<file path="src/design/tru_pkg.sv">
// ----------------------------------------------------------------------------
// tru_pkg
// Shared types and constants of the tiled result unpack block: register
// indexes, fixed register widths, controller states, command and status.
// ----------------------------------------------------------------------------
package tru_pkg;

    // configuration port
    localparam int CFG_DATA_W  = 16;
    localparam int CFG_INDEX_W = 3;

    localparam logic [CFG_INDEX_W-1:0] REG_MATRIX_ROWS = 3'd0;
    localparam logic [CFG_INDEX_W-1:0] REG_MATRIX_COLS = 3'd1;
    localparam logic [CFG_INDEX_W-1:0] REG_BLOCK_ROWS  = 3'd2;
    localparam logic [CFG_INDEX_W-1:0] REG_BLOCK_COLS  = 3'd3;
    localparam logic [CFG_INDEX_W-1:0] REG_MICRO_ROWS  = 3'd4;
    localparam logic [CFG_INDEX_W-1:0] REG_MICRO_COLS  = 3'd5;
    localparam logic [CFG_INDEX_W-1:0] REG_CORES       = 3'd6;

    // register widths and limits
    localparam int BLOCK_W   = 13;
    localparam int SMALL_W   = 7;
    localparam int BLOCK_MAX = 4096;
    localparam int CORES_MAX = 64;
    // cores * block_rows fits here
    localparam int GSPAN_W   = 19;

    typedef enum logic [3:0] {
        ST_LOAD,
        ST_SPAN,
        ST_DIV_GO,
        ST_DIV_WAIT,
        ST_MUL_PROD,
        ST_MUL_HEIGHT,
        ST_MUL_WIDTH,
        ST_INIT,
        ST_STREAM
    } tru_state_t;

    // which setup division runs on the shared divider
    typedef enum logic [2:0] {
        DIV_GROUP,
        DIV_MR,
        DIV_CORE,
        DIV_BLK,
        DIV_NC,
        DIV_NR
    } div_sel_t;

    typedef struct packed {
        logic     load;
        logic     span;
        logic     div_start;
        div_sel_t div_sel;
        logic     capture;
        logic     mul_prod;
        logic     mul_height;
        logic     mul_width;
        logic     init;
        logic     stream;
    } tru_cmd_t;

    typedef struct packed {
        logic div_done;
        logic last_item;
        logic cfg_write;
    } tru_status_t;

endpackage

</file>
<file path="src/design/tru_div.sv">
// ----------------------------------------------------------------------------
// tru_div
// Restoring divider, one quotient bit per cycle. Gives quotient and
// remainder together with a one-cycle done pulse.
// ----------------------------------------------------------------------------
module tru_div #(
    parameter int NW = 17,
    parameter int DW = 19
) (
    input  logic          clk,
    input  logic          rst_n,
    input  logic          start,
    input  logic [NW-1:0] dividend,
    input  logic [DW-1:0] divisor,
    output logic          done,
    output logic [NW-1:0] quotient,
    output logic [DW-1:0] remainder
);

    localparam int CW = $clog2(NW + 1);

    logic          busy_reg, busy_next;
    logic          done_reg, done_next;
    logic [CW-1:0] cnt_reg, cnt_next;
    logic [NW-1:0] n_reg, n_next;
    logic [DW-1:0] r_reg, r_next;
    logic [DW-1:0] d_reg, d_next;
    logic [DW:0]   trial;
    logic          ge;

    // one restoring step
    always_comb
    begin
        trial     = {r_reg, n_reg[NW-1]};
        ge        = (trial >= {1'b0, d_reg});
        busy_next = busy_reg;
        done_next = 1'b0;
        cnt_next  = cnt_reg;
        n_next    = n_reg;
        r_next    = r_reg;
        d_next    = d_reg;
        if (start)
        begin
            busy_next = 1'b1;
            cnt_next  = CW'(NW);
            n_next    = dividend;
            r_next    = '0;
            d_next    = divisor;
        end
        else if (busy_reg)
        begin
            r_next   = ge ? DW'(trial - {1'b0, d_reg}) : trial[DW-1:0];
            n_next   = {n_reg[NW-2:0], ge};
            cnt_next = cnt_reg - CW'(1);
            if (cnt_reg == CW'(1))
            begin
                busy_next = 1'b0;
                done_next = 1'b1;
            end
        end
    end

    always_ff @(posedge clk or negedge rst_n)
    begin
        if (!rst_n)
        begin
            busy_reg <= 1'b0;
            done_reg <= 1'b0;
            cnt_reg  <= '0;
        end
        else
        begin
            busy_reg <= busy_next;
            done_reg <= done_next;
            cnt_reg  <= cnt_next;
        end
    end

    always_ff @(posedge clk)
    begin
        n_reg <= n_next;
        r_reg <= r_next;
        d_reg <= d_next;
    end

    assign done      = done_reg;
    assign quotient  = n_reg;
    assign remainder = r_reg;

endmodule

</file>
<file path="src/design/tru_ctrl.sv">
// ----------------------------------------------------------------------------
// tru_ctrl
// Sequencer: runs the setup steps (load, span, six divisions, products),
// then initializes the traversal and lets words stream, again after each matrix.
// ----------------------------------------------------------------------------
module tru_ctrl (
    input  logic                 clk,
    input  logic                 rst_n,
    input  tru_pkg::tru_status_t status,
    output tru_pkg::tru_cmd_t    cmd
);

    import tru_pkg::*;

    tru_state_t state_reg, state_next;
    div_sel_t   sel_reg, sel_next;

    always_ff @(posedge clk or negedge rst_n)
    begin
        if (!rst_n)
        begin
            state_reg <= ST_LOAD;
            sel_reg   <= DIV_GROUP;
        end
        else
        begin
            state_reg <= state_next;
            sel_reg   <= sel_next;
        end
    end

    // next state and commands
    always_comb
    begin
        state_next = state_reg;
        sel_next   = sel_reg;
        cmd        = '0;
        cmd.div_sel = sel_reg;
        case (state_reg)
            ST_LOAD:
            begin
                cmd.load   = 1'b1;
                state_next = ST_SPAN;
            end
            ST_SPAN:
            begin
                cmd.span   = 1'b1;
                sel_next   = DIV_GROUP;
                state_next = ST_DIV_GO;
            end
            ST_DIV_GO:
            begin
                cmd.div_start = 1'b1;
                state_next    = ST_DIV_WAIT;
            end
            ST_DIV_WAIT:
            begin
                if (status.div_done)
                begin
                    cmd.capture = 1'b1;
                    case (sel_reg)
                        DIV_GROUP:
                        begin
                            sel_next   = DIV_MR;
                            state_next = ST_DIV_GO;
                        end
                        DIV_MR:
                        begin
                            sel_next   = DIV_CORE;
                            state_next = ST_DIV_GO;
                        end
                        DIV_CORE:
                        begin
                            sel_next   = DIV_BLK;
                            state_next = ST_DIV_GO;
                        end
                        DIV_BLK:   state_next = ST_MUL_PROD;
                        DIV_NC:
                        begin
                            sel_next   = DIV_NR;
                            state_next = ST_DIV_GO;
                        end
                        DIV_NR:    state_next = ST_MUL_WIDTH;
                        default:   state_next = ST_LOAD;
                    endcase
                end
            end
            ST_MUL_PROD:
            begin
                cmd.mul_prod = 1'b1;
                state_next   = ST_MUL_HEIGHT;
            end
            ST_MUL_HEIGHT:
            begin
                cmd.mul_height = 1'b1;
                sel_next       = DIV_NC;
                state_next     = ST_DIV_GO;
            end
            ST_MUL_WIDTH:
            begin
                cmd.mul_width = 1'b1;
                state_next    = ST_INIT;
            end
            ST_INIT:
            begin
                cmd.init   = 1'b1;
                state_next = ST_STREAM;
            end
            ST_STREAM:
            begin
                cmd.stream = 1'b1;
                if (status.last_item)
                begin
                    state_next = ST_INIT;
                end
            end
            default:   state_next = ST_LOAD;
        endcase
        // a register write restarts setup
        if (status.cfg_write)
        begin
            state_next = ST_LOAD;
        end
    end

endmodule

</file>
<file path="src/design/tru_datapath.sv">
// ----------------------------------------------------------------------------
// tru_datapath
// Configuration registers, setup arithmetic around the shared divider,
// traversal counters and the output register.
// ----------------------------------------------------------------------------
module tru_datapath #(
    parameter int DIM_WIDTH   = 16,
    parameter int MICRO_WIDTH = 6
) (
    input  logic                                  clk,
    input  logic                                  rst_n,
    input  logic                                  cfg_we,
    input  logic [tru_pkg::CFG_INDEX_W-1:0]       cfg_index,
    input  logic [tru_pkg::CFG_DATA_W-1:0]        cfg_data,
    input  logic                                  in_valid,
    output logic                                  in_ready,
    input  logic [31:0]                           packed_word,
    output logic                                  out_valid,
    input  logic                                  out_ready,
    output logic [31:0]                           write_address,
    output logic [31:0]                           write_data,
    output logic                                  write_enable,
    output logic                                  block_last,
    output logic                                  matrix_last,
    input  tru_pkg::tru_cmd_t                     cmd,
    output tru_pkg::tru_status_t                  status
);

    import tru_pkg::*;

    localparam int DIM = DIM_WIDTH;
    localparam int MW  = MICRO_WIDTH;
    localparam int MU  = MICRO_WIDTH + 1;
    localparam int NW  = DIM + 1;
    localparam int DW  = (DIM > GSPAN_W) ? DIM : GSPAN_W;
    localparam int HW  = (DIM + 1 > BLOCK_W) ? DIM + 1 : BLOCK_W;
    localparam int PW  = DIM + 20;
    localparam int AW  = (2 * DIM + 2 > 32) ? 2 * DIM + 2 : 32;
    localparam int XW  = DIM + SMALL_W;

    // configuration registers
    logic [15:0]        rows_cfg_reg, cols_cfg_reg;
    logic [BLOCK_W-1:0] mc_cfg_reg, nc_cfg_reg;
    logic [SMALL_W-1:0] mr_cfg_reg, nr_cfg_reg, p_cfg_reg;

    always_ff @(posedge clk or negedge rst_n)
    begin
        if (!rst_n)
        begin
            rows_cfg_reg <= 16'd1;
            cols_cfg_reg <= 16'd1;
            mc_cfg_reg   <= BLOCK_W'(1);
            nc_cfg_reg   <= BLOCK_W'(1);
            mr_cfg_reg   <= SMALL_W'(1);
            nr_cfg_reg   <= SMALL_W'(1);
            p_cfg_reg    <= SMALL_W'(1);
        end
        else if (cfg_we)
        begin
            case (cfg_index)
                REG_MATRIX_ROWS: rows_cfg_reg <= cfg_data;
                REG_MATRIX_COLS: cols_cfg_reg <= cfg_data;
                REG_BLOCK_ROWS:  mc_cfg_reg   <= cfg_data[BLOCK_W-1:0];
                REG_BLOCK_COLS:  nc_cfg_reg   <= cfg_data[BLOCK_W-1:0];
                REG_MICRO_ROWS:  mr_cfg_reg   <= cfg_data[SMALL_W-1:0];
                REG_MICRO_COLS:  nr_cfg_reg   <= cfg_data[SMALL_W-1:0];
                REG_CORES:       p_cfg_reg    <= cfg_data[SMALL_W-1:0];
                default:         ;
            endcase
        end
    end

    // clamp register values into their working ranges
    logic [31:0] dmask, umax;
    logic [31:0] m32, n32, mc32, nc32, mr32, nr32, p32;

    function automatic logic [31:0] clamp32(input logic [31:0] v, input logic [31:0] hi);
        logic [31:0] r;
        r = v;
        if (v == 32'd0)
        begin
            r = 32'd1;
        end
        else if (v > hi)
        begin
            r = hi;
        end
        return r;
    endfunction

    always_comb
    begin
        dmask = (32'd1 << DIM) - 32'd1;
        umax  = 32'd1 << MW;
        m32   = clamp32({16'b0, rows_cfg_reg} & dmask, dmask);
        n32   = clamp32({16'b0, cols_cfg_reg} & dmask, dmask);
        mc32  = clamp32(32'(mc_cfg_reg), 32'(BLOCK_MAX));
        nc32  = clamp32(32'(nc_cfg_reg), 32'(BLOCK_MAX));
        mr32  = clamp32(32'(mr_cfg_reg), umax);
        nr32  = clamp32(32'(nr_cfg_reg), umax);
        p32   = clamp32(32'(p_cfg_reg), 32'(CORES_MAX));
    end

    // setup registers
    logic [DIM-1:0]     e_m_reg, e_n_reg;
    logic [BLOCK_W-1:0] e_mc_reg, e_nc_reg;
    logic [MU-1:0]      e_mr_reg, e_nr_reg;
    logic [SMALL_W-1:0] e_p_reg;
    logic [GSPAN_W-1:0] gs_reg;
    logic [DIM-1:0]     rem_reg, fre_reg, mr_rem_reg, pc_reg, ncrem_reg, fce_reg;
    logic [SMALL_W-1:0] rb_reg;
    logic [NW-1:0]      qnr_reg;
    logic [XW-1:0]      prod_reg;
    logic [HW-1:0]      rh_reg, lch_reg, rw_reg;

    // shared divider
    logic [NW-1:0] dvd;
    logic [DW-1:0] dvs;
    logic          div_done;
    logic [NW-1:0] div_quo;
    logic [DW-1:0] div_rem;

    always_comb
    begin
        case (cmd.div_sel)
            DIV_GROUP:
            begin
                dvd = {1'b0, e_m_reg};
                dvs = DW'(gs_reg);
            end
            DIV_MR:
            begin
                dvd = {1'b0, rem_reg} + NW'(e_mr_reg) - NW'(1);
                dvs = DW'(e_mr_reg);
            end
            DIV_CORE:
            begin
                dvd = {1'b0, mr_rem_reg} + NW'(e_p_reg) - NW'(1);
                dvs = DW'(e_p_reg);
            end
            DIV_BLK:
            begin
                dvd = {1'b0, mr_rem_reg} + {1'b0, pc_reg} - NW'(1);
                dvs = DW'(pc_reg);
            end
            DIV_NC:
            begin
                dvd = {1'b0, e_n_reg};
                dvs = DW'(e_nc_reg);
            end
            DIV_NR:
            begin
                dvd = {1'b0, ncrem_reg} + NW'(e_nr_reg) - NW'(1);
                dvs = DW'(e_nr_reg);
            end
            default:
            begin
                dvd = {1'b0, e_m_reg};
                dvs = DW'(gs_reg);
            end
        endcase
    end

    tru_div #(
        .NW (NW),
        .DW (DW)
    ) u_div (
        .clk       (clk),
        .rst_n     (rst_n),
        .start     (cmd.div_start),
        .dividend  (dvd),
        .divisor   (dvs),
        .done      (div_done),
        .quotient  (div_quo),
        .remainder (div_rem)
    );

    // setup products
    logic [DIM+MU-1:0] rh_full, lch_full;
    logic [NW+MU-1:0]  rw_full;
    logic [XW-1:0]     dfull;

    always_comb
    begin
        rh_full  = {{MU{1'b0}}, pc_reg} * {{DIM{1'b0}}, e_mr_reg};
        // last core height: per_core minus the overshoot of the rounded split
        dfull    = XW'(pc_reg) + XW'(mr_rem_reg) - prod_reg;
        lch_full = {{MU{1'b0}}, dfull[DIM-1:0]} * {{DIM{1'b0}}, e_mr_reg};
        rw_full  = {{MU{1'b0}}, qnr_reg} * {{NW{1'b0}}, e_nr_reg};
    end

    always_ff @(posedge clk)
    begin
        if (cmd.load)
        begin
            e_m_reg  <= m32[DIM-1:0];
            e_n_reg  <= n32[DIM-1:0];
            e_mc_reg <= mc32[BLOCK_W-1:0];
            e_nc_reg <= nc32[BLOCK_W-1:0];
            e_mr_reg <= mr32[MU-1:0];
            e_nr_reg <= nr32[MU-1:0];
            e_p_reg  <= p32[SMALL_W-1:0];
        end
        if (cmd.span)
        begin
            gs_reg <= {{(GSPAN_W-SMALL_W){1'b0}}, e_p_reg}
                    * {{(GSPAN_W-BLOCK_W){1'b0}}, e_mc_reg};
        end
        if (cmd.capture)
        begin
            case (cmd.div_sel)
                DIV_GROUP:
                begin
                    rem_reg <= div_rem[DIM-1:0];
                    fre_reg <= e_m_reg - div_rem[DIM-1:0];
                end
                DIV_MR:    mr_rem_reg <= div_quo[DIM-1:0];
                DIV_CORE:  pc_reg <= div_quo[DIM-1:0];
                DIV_BLK:   rb_reg <= (pc_reg == '0) ? '0 : div_quo[SMALL_W-1:0];
                DIV_NC:
                begin
                    ncrem_reg <= div_rem[DIM-1:0];
                    fce_reg   <= e_n_reg - div_rem[DIM-1:0];
                end
                DIV_NR:    qnr_reg <= div_quo;
                default:   ;
            endcase
        end
        if (cmd.mul_prod)
        begin
            prod_reg <= {{DIM{1'b0}}, rb_reg} * {{SMALL_W{1'b0}}, pc_reg};
        end
        if (cmd.mul_height)
        begin
            rh_reg  <= HW'(rh_full);
            lch_reg <= HW'(lch_full);
        end
        if (cmd.mul_width)
        begin
            rw_reg <= HW'(rw_full);
        end
    end

    // traversal state
    logic [PW-1:0]      co_reg, co_next, go_reg, go_next, bo_reg, bo_next;
    logic [HW-1:0]      ch_reg, ch_next, cw_reg, cw_next;
    logic [HW-1:0]      pr_reg, pr_next, pcol_reg, pcol_next;
    logic [MW-1:0]      mrow_reg, mrow_next, mcol_reg, mcol_next;
    logic [SMALL_W-1:0] ri_reg, ri_next;

    logic          accept;
    logic [PW-1:0] row, col;
    logic          enable;
    logic [MU-1:0] mcol_inc, mrow_inc;
    logic [HW:0]   pr_inc, pcol_inc;
    logic          wrap_c, wrap_r, wrap_pr, wrap_pc, blast, finish, mlast;
    logic [PW-1:0] bo_step, go_step, co_step;
    logic [SMALL_W-1:0] ri_step;
    logic [HW-1:0] rem_first_h;
    logic [2*DIM-1:0] addr_prod;
    logic [AW-1:0]    addr_full;

    assign accept = in_valid && in_ready;

    // position, bounds and address
    always_comb
    begin
        row       = go_reg + bo_reg + PW'(pr_reg) + PW'(mrow_reg);
        col       = co_reg + PW'(pcol_reg) + PW'(mcol_reg);
        enable    = (row < PW'(e_m_reg)) && (col < PW'(e_n_reg));
        addr_prod = {{DIM{1'b0}}, row[DIM-1:0]} * {{DIM{1'b0}}, e_n_reg};
        addr_full = AW'(addr_prod) + AW'(col);
    end

    // micro-panel counters
    always_comb
    begin
        mcol_inc = {1'b0, mcol_reg} + MU'(1);
        mrow_inc = {1'b0, mrow_reg} + MU'(1);
        pr_inc   = {1'b0, pr_reg} + (HW+1)'(e_mr_reg);
        pcol_inc = {1'b0, pcol_reg} + (HW+1)'(e_nr_reg);
        wrap_c   = (mcol_inc >= e_nr_reg);
        wrap_r   = (mrow_inc >= e_mr_reg);
        wrap_pr  = (pr_inc >= {1'b0, ch_reg});
        wrap_pc  = (pcol_inc >= {1'b0, cw_reg});
        blast    = wrap_c && wrap_r && wrap_pr && wrap_pc;
    end

    // next block and next column; also the start of a matrix
    always_comb
    begin
        bo_step     = bo_reg + PW'(e_mc_reg);
        go_step     = go_reg + PW'(gs_reg);
        co_step     = co_reg + PW'(e_nc_reg);
        ri_step     = ri_reg + SMALL_W'(1);
        rem_first_h = (rb_reg == SMALL_W'(1)) ? lch_reg : rh_reg;
        co_next     = co_reg;
        go_next     = go_reg;
        bo_next     = bo_reg;
        ri_next     = ri_reg;
        ch_next     = ch_reg;
        cw_next     = cw_reg;
        pr_next     = pr_reg;
        pcol_next   = pcol_reg;
        mrow_next   = mrow_reg;
        mcol_next   = mcol_reg;
        finish      = 1'b0;
        if (cmd.init)
        begin
            co_next   = '0;
            cw_next   = (fce_reg != '0) ? HW'(e_nc_reg) : rw_reg;
            bo_next   = '0;
            ri_next   = '0;
            pr_next   = '0;
            pcol_next = '0;
            mrow_next = '0;
            mcol_next = '0;
            if (fre_reg != '0)
            begin
                go_next = '0;
                ch_next = HW'(e_mc_reg);
            end
            else
            begin
                go_next = PW'(fre_reg);
                ch_next = rem_first_h;
            end
        end
        else if (accept)
        begin
            // walk inside the block
            mcol_next = wrap_c ? '0 : mcol_inc[MW-1:0];
            if (wrap_c)
            begin
                mrow_next = wrap_r ? '0 : mrow_inc[MW-1:0];
                if (wrap_r)
                begin
                    pr_next = wrap_pr ? '0 : pr_inc[HW-1:0];
                    if (wrap_pr)
                    begin
                        pcol_next = wrap_pc ? '0 : pcol_inc[HW-1:0];
                    end
                end
            end
            // move to the next block
            if (blast)
            begin
                finish = 1'b0;
                if (go_reg < PW'(fre_reg))
                begin
                    if (bo_step < PW'(gs_reg))
                    begin
                        bo_next = bo_step;
                        ch_next = HW'(e_mc_reg);
                    end
                    else if (go_step < PW'(fre_reg))
                    begin
                        go_next = go_step;
                        bo_next = '0;
                        ch_next = HW'(e_mc_reg);
                    end
                    else if (rb_reg != '0)
                    begin
                        go_next = PW'(fre_reg);
                        bo_next = '0;
                        ri_next = '0;
                        ch_next = rem_first_h;
                    end
                    else
                    begin
                        finish = 1'b1;
                    end
                end
                else if (ri_step < rb_reg)
                begin
                    ri_next = ri_step;
                    bo_next = bo_reg + PW'(rh_reg);
                    ch_next = (ri_step == rb_reg - SMALL_W'(1)) ? lch_reg : rh_reg;
                end
                else
                begin
                    finish = 1'b1;
                end
                // column advance once the rows of this column are used up
                if (finish)
                begin
                    if (co_reg < PW'(fce_reg))
                    begin
                        if ((co_step < PW'(fce_reg)) || (rw_reg != '0))
                        begin
                            finish  = 1'b0;
                            co_next = co_step;
                            cw_next = (co_step < PW'(fce_reg)) ? HW'(e_nc_reg) : rw_reg;
                            bo_next = '0;
                            ri_next = '0;
                            if (fre_reg != '0)
                            begin
                                go_next = '0;
                                ch_next = HW'(e_mc_reg);
                            end
                            else
                            begin
                                go_next = PW'(fre_reg);
                                ch_next = rem_first_h;
                            end
                        end
                    end
                end
            end
        end
        mlast = blast && finish;
    end

    always_ff @(posedge clk or negedge rst_n)
    begin
        if (!rst_n)
        begin
            co_reg   <= '0;
            go_reg   <= '0;
            bo_reg   <= '0;
            ri_reg   <= '0;
            ch_reg   <= '0;
            cw_reg   <= '0;
            pr_reg   <= '0;
            pcol_reg <= '0;
            mrow_reg <= '0;
            mcol_reg <= '0;
        end
        else
        begin
            co_reg   <= co_next;
            go_reg   <= go_next;
            bo_reg   <= bo_next;
            ri_reg   <= ri_next;
            ch_reg   <= ch_next;
            cw_reg   <= cw_next;
            pr_reg   <= pr_next;
            pcol_reg <= pcol_next;
            mrow_reg <= mrow_next;
            mcol_reg <= mcol_next;
        end
    end

    // output register
    logic        out_valid_reg;
    logic [31:0] addr_reg, data_reg;
    logic        we_reg, blast_reg, mlast_reg;

    always_ff @(posedge clk or negedge rst_n)
    begin
        if (!rst_n)
        begin
            out_valid_reg <= 1'b0;
        end
        else if (accept)
        begin
            out_valid_reg <= 1'b1;
        end
        else if (out_ready)
        begin
            out_valid_reg <= 1'b0;
        end
    end

    always_ff @(posedge clk)
    begin
        if (accept)
        begin
            addr_reg  <= enable ? addr_full[31:0] : 32'd0;
            data_reg  <= packed_word;
            we_reg    <= enable;
            blast_reg <= blast;
            mlast_reg <= mlast;
        end
    end

    assign in_ready      = cmd.stream && (!out_valid_reg || out_ready);
    assign out_valid     = out_valid_reg;
    assign write_address = addr_reg;
    assign write_data    = data_reg;
    assign write_enable  = we_reg;
    assign block_last    = blast_reg;
    assign matrix_last   = mlast_reg;

    assign status.div_done  = div_done;
    assign status.last_item = accept && mlast;
    // only a write to an existing register restarts setup
    assign status.cfg_write = cfg_we && (cfg_index <= REG_CORES);

endmodule

</file>
<file path="src/design/tiled_result_unpack_with_remainders.sv">
// ----------------------------------------------------------------------------
// tiled_result_unpack_with_remainders
// Gives each packed output word of a blocked matrix multiply its row-major
// write address, with remainder rows and columns and padding flags.
// ----------------------------------------------------------------------------
// An accepted word's result is registered in the output register in the cycle after it is taken.
// Throughput: one word per cycle while streaming and the output is not held by out_ready low;
// no word is taken while the traversal restarts after the last word of a matrix.
// Setup after reset or a write to an existing register runs six divisions on the
// bit-serial divider, during which no word is accepted.
// Reset: registers read 1, output empty, setup starts right away.
module tiled_result_unpack_with_remainders #(
    parameter int DIM_WIDTH   = 16,
    parameter int MICRO_WIDTH = 6
) (
    input  logic                            clk,
    input  logic                            rst_n,
    input  logic                            cfg_we,
    input  logic [tru_pkg::CFG_INDEX_W-1:0] cfg_index,
    input  logic [tru_pkg::CFG_DATA_W-1:0]  cfg_data,
    input  logic                            in_valid,
    output logic                            in_ready,
    input  logic [31:0]                     packed_word,
    output logic                            out_valid,
    input  logic                            out_ready,
    output logic [31:0]                     write_address,
    output logic [31:0]                     write_data,
    output logic                            write_enable,
    output logic                            block_last,
    output logic                            matrix_last
);

    import tru_pkg::*;

    tru_cmd_t    cmd;
    tru_status_t status;

    tru_ctrl u_ctrl (
        .clk    (clk),
        .rst_n  (rst_n),
        .status (status),
        .cmd    (cmd)
    );

    tru_datapath #(
        .DIM_WIDTH   (DIM_WIDTH),
        .MICRO_WIDTH (MICRO_WIDTH)
    ) u_datapath (
        .clk           (clk),
        .rst_n         (rst_n),
        .cfg_we        (cfg_we),
        .cfg_index     (cfg_index),
        .cfg_data      (cfg_data),
        .in_valid      (in_valid),
        .in_ready      (in_ready),
        .packed_word   (packed_word),
        .out_valid     (out_valid),
        .out_ready     (out_ready),
        .write_address (write_address),
        .write_data    (write_data),
        .write_enable  (write_enable),
        .block_last    (block_last),
        .matrix_last   (matrix_last),
        .cmd           (cmd),
        .status        (status)
    );

endmodule
</file>
<file path="config.mk">
export PLATFORM = sky130hd
export DESIGN_NAME = tiled_result_unpack_with_remainders
export DESIGN_NICKNAME = d
export VERILOG_FILES = /design/src/design/tru_pkg.sv /design/src/design/tru_div.sv /design/src/design/tru_ctrl.sv /design/src/design/tru_datapath.sv /design/src/design/tiled_result_unpack_with_remainders.sv
export SDC_FILE = /design/constraint.sdc
export NUM_CORES = 2
export LEC_CHECK = 0
export BUFFER_PORTS_ARGS = -buffer_cell sky130_fd_sc_hd__buf_4
export CORE_UTILIZATION = 59
export DETAILED_ROUTE_END_ITERATION = 8
export PLACE_DENSITY = 0.79
export SYNTH_ARGS = -nofsm -noshare
export SYNTH_HDL_FRONTEND = slang
export SYNTH_HIERARCHICAL = 1
export SYNTH_SLANG_ARGS = --single-unit
export TNS_END_PERCENT = 30
</file>
<file path="constraint.sdc">
create_clock -name clk -period 9.72 [get_ports clk]
set_clock_uncertainty 0.2 [all_clocks]
set_input_delay 0 -clock clk [delete_from_list [all_inputs] [get_ports clk]]
set_output_delay 0 -clock clk [all_outputs]
set_load 0.02 [all_outputs]
</file>
### Word-level counts from Yosys, hierarchy flattened

Cells that the tools add are included.

* add/subtract/negate cells: 30
* $mul: 6
* divide/modulo/power cells: 0
* magnitude comparators: 21
* equality and inequality tests: 26
* shift-type cells: 0
* mux-type cells: 133
* bitwise logic cells: 0
* reduce and logical (&&, ||, !) cells: 67

Operators by type and width (count)
* 36-bit two-way mux: 27
* 17-bit two-way mux: 35
* 36-bit by 16-bit less-than comparator with 1-bit output: 6
* 36-bit by 17-bit adder with 36-bit output: 3
* 7-bit two-way mux: 14
* 19-bit one-hot mux with 5 select lines: 1
* 17-bit one-hot mux with 5 select lines: 1
* 36-bit by 13-bit adder with 36-bit output: 2
* 36-bit by 6-bit adder with 36-bit output: 2
* 17-bit by 1-bit subtractor with 17-bit output (second input constant): 4
* 32-bit zero test: 2
* 16-bit by 7-bit adder with 17-bit output: 3
* 16-bit two-way mux: 3
* 16-bit subtractor: 3
* 6-bit two-way mux: 7
* 17-bit by 7-bit adder with 18-bit output: 2
* 36-bit by 19-bit adder with 36-bit output: 1
* 36-bit adder: 1
* 18-bit by 17-bit >= comparator with 1-bit output: 2
* 36-bit by 19-bit less-than comparator with 1-bit output: 1
* 16-bit by 7-bit multiplier with 17-bit output: 2
* 32-bit adder: 1
* 16-bit greater-than comparator (second input constant): 2
* 16-bit by 16-bit multiplier with 32-bit output: 1
* other kinds (58): 157

* register bits after elaboration: 696
* bits in latches: 0
* RAM bits: 0
* memory bits (read-only): 0
* input bits: 56
* output and inout port bits: 69
* logic and storage cells: 341
* memories: 0

### Depth between registers and ports, before layout

* depth after elaboration: 17
* depth in mapped cells: 39

### By module

The synthesis kept the hierarchy.

By module, submodules not included
* tru_datapath: instances 1, cells an instance 7306, area each 67410.9 um^2, sequential area each 17460.5 um^2
* tru_div: instances 1, cells an instance 348, area each 3559.7 um^2, sequential area each 1636.6 um^2
* tru_ctrl: instances 1, cells an instance 51, area each 483.0 um^2, sequential area each 175.2 um^2

### Least setup slack after synthesis

No wires, ideal clock.

* path type: flip-flop to flip-flop
* from: register u_datapath.bo_reg[1]
* to: register u_datapath.addr_reg[31] (netlist: u_datapath/write_address[31]) (data pin)
* library setup time: 270 ps
* data arrival time: 8942 ps
* required time: 9250 ps
* setup slack: 307 ps
* stages on the path, launching flop included: 38
* path buffers: 1
* cells stage by stage: dfrtp_1 > inv_1 > fa_1 > fa_1 > inv_1 > ha_1 > inv_1 > fa_1 > nor2b_1 > o31a_1 > o31a_1 > nor4_1 > o21ai_1 > a21oi_1 > xnor2_1 > clkbuf_1 > nand2_1 > fa_1 > [2 not listed] > inv_1 > fa_1 > fa_1 > inv_1 > fa_1 > inv_1 > ha_1 > a211oi_1 > and4b_1 > a21oi_1 > o211ai_1 > a41oi_1 > o21ai_0 > nand2b_1 > a21o_1 > o41ai_1 > nand4b_1 > a21oi_1

* longest elaborated chain between the ends: 5
* elaborated cells on any way between the ends: 7
* classes of those cells: add/sub: 4; mul: 1; order compare: 1; reduce/logical: 1

Ends and longest elaborated chain
* start: declaration: RTL line tru_datapath.sv:245 `logic [PW-1:0] co_reg, co_next, go_reg, go_next, bo_reg, bo_next;`
* start signal: assignment: RTL line tru_datapath.sv:433 `bo_reg <= bo_next;`
* 36-bit adder (*): RTL line tru_datapath.sv:268 `row = go_reg + bo_reg + PW'(pr_reg) + PW'(mrow_reg);`
* 36-bit by 17-bit adder with 36-bit output (*): RTL line tru_datapath.sv:268
* 36-bit by 6-bit adder with 36-bit output (*): RTL line tru_datapath.sv:268
* 16-bit by 16-bit multiplier with 32-bit output or 36-bit by 16-bit less-than comparator with 1-bit output (tied branches): RTL line tru_datapath.sv:271, tru_datapath.sv:270
* 32-bit adder or 1-bit logical AND (tied branches): RTL line tru_datapath.sv:272, tru_datapath.sv:270
* end signal: assignment: RTL line tru_datapath.sv:469 `addr_reg <= enable ? addr_full[31:0] : 32'd0;`
* end: declaration: RTL line tru_datapath.sv:446 `logic [31:0] addr_reg, data_reg;`

Mark *: on every way between the ends. The rest lies on a longest branch, timed or not.
A chain may end at the register's enable or synchronous reset.

### Worst setup path after layout

* from: register u_datapath.pr_reg[1]
* to: register u_datapath.addr_reg[29] (netlist: u_datapath/write_address[29]) (data pin)

* longest elaborated chain between the ends: 4
* elaborated cells on any way between the ends: 6
* classes of those cells: add/sub: 3; mul: 1; order compare: 1; reduce/logical: 1

Ends and longest elaborated chain
* start: declaration: RTL line tru_datapath.sv:247 `logic [HW-1:0] pr_reg, pr_next, pcol_reg, pcol_next;`
* start signal: assignment: RTL line tru_datapath.sv:437 `pr_reg <= pr_next;`
* 36-bit by 17-bit adder with 36-bit output (*): RTL line tru_datapath.sv:268
* 36-bit by 6-bit adder with 36-bit output (*): RTL line tru_datapath.sv:268
* 16-bit by 16-bit multiplier with 32-bit output or 36-bit by 16-bit less-than comparator with 1-bit output (tied branches): RTL line tru_datapath.sv:271, tru_datapath.sv:270
* 32-bit adder or 1-bit logical AND (tied branches): RTL line tru_datapath.sv:272, tru_datapath.sv:270

Marks and branches as above.

==> flow_summary.toml <==
[run_status]
status = "completed"

[worst_setup_path]
crit_required_ns = 9.94
worstPathArrival_ns = 9.86
critical_path_class = "reg -> reg"
worstSetupStartpointType = "flop"
end_kind = "flop"
cpMostUsedCell = "fa_1"
rrSetupSlack_ns = 0.08
cp_slowest_cell = "fa_1"
worst_path_largest_cell_delay_ns = 0.56
crit_fanout = 7

[yosys]
avgSynthCellArea_sq_um = 9.27
synth_cell_type_count = 116
yosysSeqAreaShare_pct = 27.0
ys.warnings.count = 6
synth-async-reset-ratio_pct = 41.5
synth_ff_type = "edfxtp_1"
yosys_register_bits = 696
syn_nets = 9064
synth_edf_count = 388
syn-instance-count = 7705
mappedNetlistArea_sq_mm = 0.0715

[routing]
drt_wl_total_mm = 233
via_per_inst = 6.28
drt_first_pass_iters = 7
drcViolationCount = 0
drt-initial-drc-count = 6712
ant_nets = 0
routedWlPerCell_um = 24.4
vias = 60000

[timing]
slew_headroom_pct = 11.5
finalCritPeriodShare_pct = 99.1
setup_viol = 0
hold_violations = 0
rsz0062_at_grt = "yes"
tightest_slew_ns = 1.33
fin_crit_ns = 9.64
fmaxAchievable_mhz = 104
maxSlewViolCount = 0
hold_ws_ns = 0.0510
setup_ws_ns = 0.0837

[cells_and_area]
fin_area_sq_mm = 0.0788
drive_gt1_share_pct = 8.42
final_cell_mix = "inv_1, nand2_1, ha_1, fa_1, nor2_1"
final_cells = 9545
final_nets = 9218
syn2layout_area_growth_pct = 10.2
final_common_cell = "inv_1"

[clock_network]
clkLatencyLatePin_ns = 0.71
numCtsBuffers = 84
cts-htree-levels = 3
cts_root_buffer = "clkbuf_16"
cts_tree = "yes"
cts_sinks = 696
cts_max_path_buffers = 3
clkTransAtPathRegs_ns = 0.06

[grt]
antenna_found_initial = 12
track_usage_pct = 37.9
grt_pass1_wl_mm = 352
grt_overflow = 0
grt_pass1_vias = 59900
grt_max_degree = 107

[die]
coreArea_sq_mm = 0.120
io_pins = 125
die_area_sq_mm = 0.123
die_width_um = 350
initial_core_util_pct = 59.6
die_h_um = 350
row_count = 127

[placement]
portBuffers = 124
gp_congestion = 1.03
dpl_cell_area_sq_mm = 0.0742
dp_cells = 9263
pre_cts_ws_ns = -0.390
dp_hpwl_mm = 176

[power]
p_per_area_mw_per_mm2 = 243
ir_drop_v = 0.000602
p_leak_nw = 37.3

[hold_path]
hold_class = "in -> reg"

[job]
drv_cap = 0
==> cell usage after synthesis, drive strengths merged, types with 136 or more instances <==
cell	number	share of area, %
and2	313	2.7
ha	744	13
o21ai	258	1.8
inv	1097	5.8
edfxtp	388	16
fa	559	16
nand2	769	4.1
a21oi	385	2.8
dfrtp	282	9.9
nor3	138	0.97
clkbuf	258	1.4
a21o	136	1.4
nor2	493	2.6
xnor2	276	3.4
==> area by class of cell <==
cell class	instances	area, sq um
timing repair buffer	376	3180
inverter	1103	4140
tap	1612	2020
sequential	696	19300
fill	9306	41200
antenna	4	10.0
clock inverter	45	664
multi-input combinational	5598	47100
clock buffer	111	2350
==> what timing repair did <==
action	CTS	global route
endpoints found under the hold margin	222	0
setup endpoints to repair	4	6
hold buffers	105	0
gates cloned	0	1
gates resized for setup	6	67
pin swaps	1	73
setup buffers	1	15
==> kinds of logic (layout without fill, tap and decap cells) <==
logic type      Yosys count  after routing  synth area share [%]
simple gates           2247           2247                  15.1
compound gates         1462           1462                  13.9
buf+inv                1411           1635                  7.65
fa+ha+maj              1303           1303                  28.7
flops                   696            696                  27.0
xor+xnor                400            400                  4.92
mux                     186            186                  2.80
other cells               0              4                     0
==> final timing paths <==
path | from | endpoint | depth (start not counted)
hold / removal | cfg_data[4] | u_datapath/nc_cfg_reg[4] | 3
setup reg to reg | u_datapath/pr_reg[1] | u_datapath/write_address[29] | 41
max in group asynchronous | rst_n | u_datapath/pcol_reg[13] | 5
min in group asynchronous | rst_n | u_datapath/ri_reg[5] | 4
hold reg to reg | u_datapath/cols_cfg_reg[9] | u_datapath/e_n_reg[9] | 0
setup / recovery | u_datapath/pr_reg[1] | u_datapath/write_address[29] | 41
==> critical path: cells and delay by family (launching register included) <==
family | cells | cell delay (ns)
xor+xnor | 2 | 0.29
fa+ha+maj | 11 | 4.57
compound gates | 12 | 2.32
buf+inv | 10 | 0.86
flops | 1 | 0.39
simple gates | 6 | 0.71
==> per-layer routing <==
metal  vias to the layer above  part of all wire [%]  global-route usage (%)
li1                      26500                     -                       -
met1                     29200                    37                    46.8
met2                      3314                    45                    60.1
met3                       851                    11                    9.37
met4                         8                   7.1                    22.8
met5                         -                 0.019                       0
==> where the power goes <==
group          internal (mW)  total (mW)  switching, mW  leakage (nW)
registers               3.80        4.42          0.622          7.61
logic                   4.82        11.3           6.51          28.3
clock network           2.02        3.43           1.41          1.46
total                   10.6        19.2           8.54          37.3
==> stage by stage <==
step	TNS (ns)	util, %	total power [mW]
finish	0	65.7	19.2
global route	-0.438	65.6	20.5
CTS	0	65.3	18.0
detailed placement	-0.999	61.8	14.5
global placement	-0.331	61.8	14.1
floorplan	0	-	11.8
Note: power is estimated with default switching activity, not from simulation.
